[src/sv/lfpg_pkg.sv]
`timescale 1ns / 1ps

package lfpg_pkg;

    // Field widths.
    localparam int unsigned CNT_W      = 8;
    localparam int unsigned REQ_W      = 2;
    localparam int unsigned CFG_IDX_W  = 3;
    localparam int unsigned CFG_DATA_W = 8;

    // Completed PWM periods per flash count step.
    localparam logic [CNT_W-1:0] PRESCALE = 8'd10;

    // Request codes carried by req_type.
    typedef enum logic [REQ_W-1:0] {
        REQ_TICK  = 2'd0,
        REQ_START = 2'd1,
        REQ_STOP  = 2'd2,
        REQ_PHASE = 2'd3
    } req_t;

    // Configuration register indexes.
    localparam logic [CFG_IDX_W-1:0] CFG_PWM_PERIOD    = 3'd0;
    localparam logic [CFG_IDX_W-1:0] CFG_PWM_DUTY      = 3'd1;
    localparam logic [CFG_IDX_W-1:0] CFG_FLASH_PERIOD  = 3'd2;
    localparam logic [CFG_IDX_W-1:0] CFG_FLASH_DUTY    = 3'd3;
    localparam logic [CFG_IDX_W-1:0] CFG_FLASH_TOTAL   = 3'd4;
    localparam logic [CFG_IDX_W-1:0] CFG_REPEAT_PERIOD = 3'd5;

    // Pattern settings as seen by the counter core.
    typedef struct packed {
        logic [CNT_W-1:0] pwm_period;
        logic [CNT_W-1:0] pwm_duty;
        logic [CNT_W-1:0] flash_period;
        logic [CNT_W-1:0] flash_duty;
        logic [CNT_W-1:0] flash_total;
        logic [CNT_W-1:0] repeat_period;
    } cfg_t;

    // Result of one processed transaction.
    typedef struct packed {
        logic has_result;
        logic drive;
        logic running;
    } result_t;

endpackage

[src/sv/lfpg_cfg_regs.sv]
`timescale 1ns / 1ps

module lfpg_cfg_regs
    import lfpg_pkg::*;
(
    input  logic                  clk,
    input  logic                  rst_n,
    input  logic                  cfg_we,
    input  logic [CFG_IDX_W-1:0]  cfg_index,
    input  logic [CFG_DATA_W-1:0] cfg_wdata,
    output cfg_t                  cfg
);

    cfg_t cfg_reg;
    cfg_t cfg_next;

    // Decode the register index; unused indexes are ignored.
    always_comb
    begin
        cfg_next = cfg_reg;
        if (cfg_we)
        begin
            unique case (cfg_index)
                CFG_PWM_PERIOD:    cfg_next.pwm_period    = cfg_wdata;
                CFG_PWM_DUTY:      cfg_next.pwm_duty      = cfg_wdata;
                CFG_FLASH_PERIOD:  cfg_next.flash_period  = cfg_wdata;
                CFG_FLASH_DUTY:    cfg_next.flash_duty    = cfg_wdata;
                CFG_FLASH_TOTAL:   cfg_next.flash_total   = cfg_wdata;
                CFG_REPEAT_PERIOD: cfg_next.repeat_period = cfg_wdata;
                default:           cfg_next = cfg_reg;
            endcase
        end
    end

    always_ff @(posedge clk or negedge rst_n)
    begin
        if (!rst_n)
        begin
            cfg_reg <= '0;
        end
        else
        begin
            cfg_reg <= cfg_next;
        end
    end

    assign cfg = cfg_reg;

endmodule

[src/sv/lfpg_core.sv]
`timescale 1ns / 1ps

module lfpg_core
    import lfpg_pkg::*;
(
    input  logic             clk,
    input  logic             rst_n,
    input  cfg_t             cfg,
    input  logic             step,
    input  req_t             req,
    input  logic [CNT_W-1:0] phase,
    output result_t          result
);

    logic [CNT_W-1:0] pwm_count_reg,      pwm_count_next;
    logic [CNT_W-1:0] prescale_count_reg, prescale_count_next;
    logic [CNT_W-1:0] flash_count_reg,    flash_count_next;
    logic [CNT_W-1:0] sequence_count_reg, sequence_count_next;
    logic             active_reg,         active_next;

    logic [CNT_W-1:0] pwm_inc;
    logic [CNT_W-1:0] prescale_inc;
    logic [CNT_W-1:0] flash_inc;
    logic [CNT_W-1:0] sequence_inc;
    logic             pwm_wrap;
    logic             prescale_wrap;
    logic             flash_wrap;
    logic             sequence_wrap;
    logic             one_shot_end;
    logic             lit;

    // Nested counter increments, each wrapping at 8 bits before the compare.
    always_comb
    begin
        pwm_inc       = pwm_count_reg + CNT_W'(1);
        prescale_inc  = prescale_count_reg + CNT_W'(1);
        flash_inc     = flash_count_reg + CNT_W'(1);
        sequence_inc  = sequence_count_reg + CNT_W'(1);
        pwm_wrap      = (pwm_inc >= cfg.pwm_period);
        prescale_wrap = pwm_wrap && (prescale_inc >= PRESCALE);
        flash_wrap    = prescale_wrap && (flash_inc >= cfg.flash_period);
        one_shot_end  = flash_wrap && (cfg.repeat_period == '0)
                        && (sequence_inc >= cfg.flash_total);
        sequence_wrap = flash_wrap && (cfg.repeat_period != '0)
                        && (sequence_inc >= cfg.repeat_period);
    end

    // Next state and result for the transaction in hand.
    always_comb
    begin
        pwm_count_next      = pwm_count_reg;
        prescale_count_next = prescale_count_reg;
        flash_count_next    = flash_count_reg;
        sequence_count_next = sequence_count_reg;
        active_next         = active_reg;
        result              = '0;
        lit                 = 1'b0;

        if (step)
        begin
            unique case (req)
                REQ_START:
                begin
                    pwm_count_next      = '0;
                    prescale_count_next = '0;
                    flash_count_next    = '0;
                    sequence_count_next = '0;
                    active_next         = 1'b1;
                end
                REQ_STOP:
                begin
                    pwm_count_next      = '0;
                    prescale_count_next = '0;
                    flash_count_next    = '0;
                    sequence_count_next = '0;
                    active_next         = 1'b0;
                end
                REQ_PHASE:
                begin
                    pwm_count_next      = '0;
                    flash_count_next    = '0;
                    sequence_count_next = phase;
                end
                default:
                begin
                    // A tick always gives a result; idle ticks leave state alone.
                    result.has_result = 1'b1;
                    if (active_reg)
                    begin
                        pwm_count_next = pwm_wrap ? '0 : pwm_inc;
                        if (pwm_wrap)
                        begin
                            prescale_count_next = prescale_wrap ? '0 : prescale_inc;
                        end
                        if (prescale_wrap)
                        begin
                            flash_count_next = flash_wrap ? '0 : flash_inc;
                        end
                        if (flash_wrap)
                        begin
                            sequence_count_next = sequence_wrap ? '0 : sequence_inc;
                        end

                        lit = (pwm_count_next < cfg.pwm_duty)
                              && (flash_count_next < cfg.flash_duty)
                              && (sequence_count_next < cfg.flash_total);

                        if (one_shot_end)
                        begin
                            // Last flash of a one-shot: final high, then stop.
                            active_next    = 1'b0;
                            result.drive   = 1'b1;
                            result.running = 1'b0;
                        end
                        else
                        begin
                            result.drive   = lit;
                            result.running = 1'b1;
                        end
                    end
                end
            endcase
        end
    end

    always_ff @(posedge clk or negedge rst_n)
    begin
        if (!rst_n)
        begin
            pwm_count_reg      <= '0;
            prescale_count_reg <= '0;
            flash_count_reg    <= '0;
            sequence_count_reg <= '0;
            active_reg         <= 1'b0;
        end
        else
        begin
            pwm_count_reg      <= pwm_count_next;
            prescale_count_reg <= prescale_count_next;
            flash_count_reg    <= flash_count_next;
            sequence_count_reg <= sequence_count_next;
            active_reg         <= active_next;
        end
    end

endmodule

[src/sv/led_flash_pattern_generator.sv]
`timescale 1ns / 1ps
// A tick transaction is held in the input register until the core can step it; its result
// is then written to the result register, from which out_valid, drive and running are read.
// Throughput: one transaction per cycle while the result register drains; the counter
// update and compares of the core are combinational, so the core can step every cycle.
// A tick waits in the input register while the result register is full and not being read.
// Reset: counters, pattern active flag and all settings clear to zero; no result pending.

module led_flash_pattern_generator
    import lfpg_pkg::*;
(
    input  logic                  clk,
    input  logic                  rst_n,
    input  logic                  cfg_we,
    input  logic [CFG_IDX_W-1:0]  cfg_index,
    input  logic [CFG_DATA_W-1:0] cfg_wdata,
    input  logic                  in_valid,
    output logic                  in_ready,
    input  logic [REQ_W-1:0]      req_type,
    input  logic [CNT_W-1:0]      phase,
    output logic                  out_valid,
    input  logic                  out_ready,
    output logic                  drive,
    output logic                  running
);

    cfg_t             cfg;
    result_t          result;

    logic             in_valid_reg;
    logic             in_valid_next;
    req_t             req_reg;
    logic [CNT_W-1:0] phase_reg;
    logic             out_valid_reg;
    logic             out_valid_next;
    logic             drive_reg;
    logic             running_reg;

    logic             in_fire;
    logic             out_room;
    logic             step;

    lfpg_cfg_regs u_cfg_regs (
        .clk       (clk),
        .rst_n     (rst_n),
        .cfg_we    (cfg_we),
        .cfg_index (cfg_index),
        .cfg_wdata (cfg_wdata),
        .cfg       (cfg)
    );

    // The staged transaction moves on when it has no result or the result register is free.
    assign out_room = !out_valid_reg || out_ready;
    assign step     = in_valid_reg && ((req_reg != REQ_TICK) || out_room);
    assign in_ready = !in_valid_reg || step;
    assign in_fire  = in_valid && in_ready;

    lfpg_core u_core (
        .clk    (clk),
        .rst_n  (rst_n),
        .cfg    (cfg),
        .step   (step),
        .req    (req_reg),
        .phase  (phase_reg),
        .result (result)
    );

    // Handshake state for the input and result registers.
    always_comb
    begin
        in_valid_next  = in_fire ? 1'b1 : (step ? 1'b0 : in_valid_reg);
        out_valid_next = result.has_result ? 1'b1 : (out_ready ? 1'b0 : out_valid_reg);
    end

    always_ff @(posedge clk or negedge rst_n)
    begin
        if (!rst_n)
        begin
            in_valid_reg  <= 1'b0;
            out_valid_reg <= 1'b0;
        end
        else
        begin
            in_valid_reg  <= in_valid_next;
            out_valid_reg <= out_valid_next;
        end
    end

    // Payload registers load without reset.
    always_ff @(posedge clk)
    begin
        if (in_fire)
        begin
            req_reg   <= req_t'(req_type);
            phase_reg <= phase;
        end
        if (result.has_result)
        begin
            drive_reg   <= result.drive;
            running_reg <= result.running;
        end
    end

    assign out_valid = out_valid_reg;
    assign drive     = drive_reg;
    assign running   = running_reg;

endmodule

[config.mk]
export PLATFORM = sky130hd
export DESIGN_NAME = led_flash_pattern_generator
export DESIGN_NICKNAME = d
export VERILOG_FILES = /design/src/sv/lfpg_pkg.sv /design/src/sv/lfpg_cfg_regs.sv /design/src/sv/lfpg_core.sv /design/src/sv/led_flash_pattern_generator.sv
export SDC_FILE = /design/constraint.sdc
export NUM_CORES = 1
export LEC_CHECK = 0
export ABC_AREA = 1
export BUFFER_PORTS_ARGS = -buffer_cell sky130_fd_sc_hd__buf_2
export CAP_MARGIN = 20
export CORE_ASPECT_RATIO = 1.2
export CORE_MARGIN = 8
export CORE_UTILIZATION = 60
export DETAILED_ROUTE_END_ITERATION = 8
export PLACE_DENSITY = 0.78
export SLEW_MARGIN = 20
export SYNTH_ARGS = -nofsm -noshare
export SYNTH_HDL_FRONTEND = slang
export SYNTH_SLANG_ARGS = --single-unit
[constraint.sdc]
create_clock -name clk -period 11.5 [get_ports clk]
set_input_delay 2.3 -clock clk [delete_from_list [all_inputs] [get_ports clk]]
set_output_delay 2.3 -clock clk [all_outputs]
set_load 0.05 [all_outputs]
## Yosys cells after proc, flatten, opt, wreduce, memory -nomap -nowiden

Cells that the tools add are included.

- Register bits after elaboration: 95
- Output and inout bits: 4
- Bits of input ports: 26
- Word-level logic and storage cells: 110

- Reduce and logical (&&, ||, !) cells: 38
- Muxes and demuxes: 32
- Bitwise operators: 3
- Equality and inequality tests: 8
- $add $sub $neg: 4
- $lt $le $gt $ge: 8

Operators by type and width:

| kind | count |
|---|---|
| $mux 8 | 19 |
| $add 8x1->8 const B | 4 |
| $ge 8x8->1 | 4 |
| $pmux 8 s2 | 2 |
| $lt 8x8->1 | 3 |
| $reduce_and 2->1 | 9 |
| $reduce_bool 2->1 | 6 |
| $logic_and 1x1->1 | 10 |
| $ge 8x4->1 const B | 1 |
| $logic_not 8->1 | 1 |
| $reduce_bool 8->1 | 1 |
| $eq 3x2->1 const B | 2 |
| $eq 3x3->1 const B | 2 |
| $mux 1 | 6 |
| $mux 3 | 2 |
| $reduce_or 5->1 | 1 |
| $eq 2x2->1 const B | 2 |
| $mux 2 | 2 |
| $reduce_and 4->1 | 1 |
| $eq 3x1->1 const B | 1 |
| $logic_not 3->1 | 1 |
| $logic_or 1x1->1 | 3 |
| $not 1->1 | 3 |
| $pmux 1 s3 | 1 |
| other kinds (5) | 6 |

## Logic depth before layout (Yosys ltp)

- Depth after elaboration: 18
- Depth in mapped cells: 27
- Gate-level depth less buffers: 26

## Cells and area by module

From an unflattened synthesis, not the netlist that was laid out.

- Cell total of the unflattened synthesis: 768
- Area total of the unflattened synthesis: 6022.0 um2

By module, submodules not included:

| module | cells each | seq. area each (um2) | times used | area an instance (um2) |
|---|---|---|---|---|
| lfpg_core | 527 | 825.8 | 1 | 3622.2 |
| lfpg_cfg_regs | 217 | 1201.2 | 1 | 1936.9 |
| led_flash_pattern_generator | 24 | 410.4 | 1 | 462.9 |

## Least setup slack after synthesis

Ideal clock, no wire load.

- Kind: input-to-output
- Start: in out_ready
- End: out in_ready
- Cell stages on the path: 2
- Arrival: 2.868 ns
- Path slack: 6.332 ns
- Path buffers: 0
- Data required time: 9.200 ns
- Path through: inv_1 nand4_1

- Longest elaborated chain between the ends: 4

RTL lines:

| item | line | text |
|---|---|---|
| start, declared | led_flash_pattern_generator.sv:22 | `input logic out_ready,` |
| $logic_or 1x1->1 | led_flash_pattern_generator.sv:53 | `assign out_room = !out_valid_reg \|\| out_ready;` |
| $logic_or 1x1->1 | led_flash_pattern_generator.sv:54 | `assign step = in_valid_reg && ((req_reg != REQ_TICK) \|\| out_room);` |
| $logic_and 1x1->1 | led_flash_pattern_generator.sv:54 |  |
| $logic_or 1x1->1 | led_flash_pattern_generator.sv:55 | `assign in_ready = !in_valid_reg \|\| step;` |
| end, declared | led_flash_pattern_generator.sv:18 | `output logic in_ready,` |

Every way passes these cells.

## Final worst setup path

Ends and elaborated chain as after synthesis.

==> results.toml <==
[run_status]
outcome = "finished clean"

[hold_path]
min_path_cells = 2
hold_end = "u_cfg_regs.cfg[32]"
hold_path_class = "reg2reg"
hp-start = "u_cfg_regs.cfg[32]"

[synth]
ys_seq_area_share_pct = 41.8
synth_top_area_share_pct = 35.6
synthTopCellsByArea = "dfrtp_1 36%, ha_1 13%, nand2_1 9.5%, inv_1 8.1%, edfxtp_1 6.2%"
synth_cell_types = 39
netlist_area_sq_um = 5830
syn_area_per_cell_sq_um = 8.29
ys_ff_latch = 95
synthCells = 703
synthFlopType = "dfrtp_1"
syn_nets = 791
synthArstFlopShare_pct = 87.4
yosysWarnings = 0
synth_edf_count = 12
yosysTopAreaCell = "dfrtp_1"

[layout]
nets = 819
syn_to_final_growth_pct = 9.27
final_core_util_pct = 67.3
largest_reg_flops = 48
fill_cells = 794
regArea_sq_um = 2440
drive_above_1_share_pct = 9.38
fin_cells = 859
multiInputGateArea_sq_um = 2830
diodes = 0

[timing]
rsz0062_at_grt = "no"
fin_crit_ns = 5.14
worst_pin_slew_ns = 0.762
hold_viol = 0
slew_headroom_pct = 49.2
tns_ns = 0
finalMaxSlewViolations = 0
fin_skew_ns = 0.00837
setup_viol = 0
fmax_mhz = 194
holdWs_ns = 0.488
finalCritPeriodShare_pct = 44.7

[cts]
cts.sink_count = 95
clock_latency_ns = 0.35
cts_max_level = 3
cts-hold-fix-buffers = 0
cts_buffers = 9
clockRootBuffer = "clkbuf_16"
cts_tree = "done"
path_clk_slew_ns = 0.06
post_cts_buffers = 0
cts-resized-gates = 0
clock_path_buffers = 2

[global_routing]
overflow = 0
use_met2_pct = 36.5
antenna_found_initial = 0
grt_pass1_vias = 4848
track_usage_pct = 21.4
grt.busiest_layer = "met2"
grt_max_degree = 84
grt_util_met1_pct = 25.7
grt_util_met3_pct = 4.24
grt_pass1_wl_mm = 22.3

[setup_path]
critical-path-max-stage-delay_ns = 0.24
rr_endpoint = "drive"
path_cells = "buf_2 > inv_1 > nand4_1 > buf_2"
r2r-start = "u_core.pwm_count_reg[0]"
crit_top_cell = "buf_2"
criticalPathCategory = "in2out"
path_max_fanout = 3
crit_path_end_kind = "primary output"
start_kind = "primary input"
ff2ff_setup_slack_ns = 6.77
worstRegToRegCells = 24
cp.required_ns = 9.20
crit_path_top_delay_cell = "buf_2"
arrival_ns = 2.84

[routing]
vias = 4824
dr.pass1.iters = 5
antenna_left = 0
wl_mm = 13.3
drtIter0Drc = 231
vias_per_cell = 5.62
post_drt_wl_per_cell_microns = 15.5
drc = 0

[pwr]
max-vdd-ir-drop_mv = 0.0862
p_per_area_nw_per_um2 = 150
static-leakage-power_nw = 3.34

[place]
hpwlAfterDp_mm = 9.78
place_congestion = 0.883
dp.cells = 843
port_buffers = 29

[floorplan]
core-area_sq_um = 9470
start_util_pct = 61.6
die_area_sq_um = 13100
num_rows = 39
dieHeight_microns = 124
pin_count = 30
die-width_microns = 106

[job]
maxCapViolCount = 0
-- how the worst max path moves through the flow --
| stage | startpoint | end | slack [ns] | cells after the start |
|---|---|---|---|---|
| final | out_ready | in_ready | 6.36 | 4 |
| after global routing | out_ready | in_ready | 6.25 | 4 |
| after CTS | out_ready | in_ready | 6.35 | 4 |
| after detailed placement | out_ready | in_ready | 6.36 | 4 |
| after global placement | out_ready | in_ready | 6.39 | 4 |
| after floorplan | out_ready | in_ready | 6.33 | 2 |
-- synthesized netlist by cell type, types with 4 or more instances --
cell type  count
clkbuf_1      10
ha_1          62
o31ai_1        4
a22oi_1       11
dfrtp_1       83
nand2_1      148
nand4_1        7
edfxtp_1      12
a21oi_1       31
nor2_2         5
xor2_1        15
nand3_1       24
o21ai_0       64
nor3_1         6
a211oi_2       7
nor2_1        46
inv_1        126
o22ai_1       10
-- routing by layer --
layer	routed length [microns]	vias to the layer above
li1	-	2351
met5	0	-
met1	5700	2301
met3	647	28
met2	6580	144
met4	414	0
-- layout by cell type (no fill, tap or decap), types with 2 or more instances in the layout --
master,instances
a211oi_2,7
a21oi_1,31
a22oi_1,11
and2_1,2
buf_2,28
clkbuf_16,9
clkbuf_8,3
dfrtp_1,83
edfxtp_1,12
ha_1,62
inv_1,126
inv_2,2
nand2_1,148
nand2_2,2
nand3_1,24
nand4_1,7
nor2_1,46
nor2_2,5
nor2_4,2
nor3_1,6
nor3_2,2
o211ai_1,2
o21a_1,2
o21ai_0,63
o21ai_1,3
o21bai_1,2
o22ai_1,10
o31ai_1,4
o32ai_1,2
xor2_1,15
-- area by class of cell --
type                       count  share of cell area (%)
multi-input combinational    466                    44.4
timing repair buffer          30                    2.50
sequential                    95                    38.3
clock buffer                  13                    4.24
inverter                     129                    7.80
clock inverter                 3                   0.354
tap                          123                    2.42
-- cell families (layout without fill, tap and decap cells) --
family / count (synthesis) / in the layout / synth area share (%)
xor gates and xnor gates: 15 / 15 / 2.25
AOI/OAI and AO/OA: 140 / 140 / 14.4
buffers and inverters: 142 / 175 / 9.64
muxes: 1 / 1 / 0.172
and+or+nand+nor: 248 / 248 / 18.4
DFF: 95 / 95 / 41.8
adders and majority gates: 62 / 62 / 13.3
-- critical path, delay by kind of cell --
family,cells,cell delay (ns)
buffers and inverters,3,0.42
AND/OR/NAND/NOR,1,0.12
-- power breakdown --
group	total, mW	leakage [nW]	internal, mW	switching [mW]
logic	0.243	2.01	0.0911	0.152
registers	0.417	1.19	0.385	0.0320
clock network	0.294	0.143	0.165	0.128
total	0.953	3.34	0.641	0.312
-- metrics by stage --
step           total power [mW]  setup WS [ns]  instance area, sq um
3_3_place_gp              0.644           6.39                  6070
5_1_grt                    1.01           6.25                  6370
2_1_floorplan             0.594           6.33                  5830
4_1_cts                   0.955           6.35                  6360
3_5_place_dp              0.662           6.36                  6070
6_report                  0.953           6.36                  6370
(Power assumes the default switching activity.)
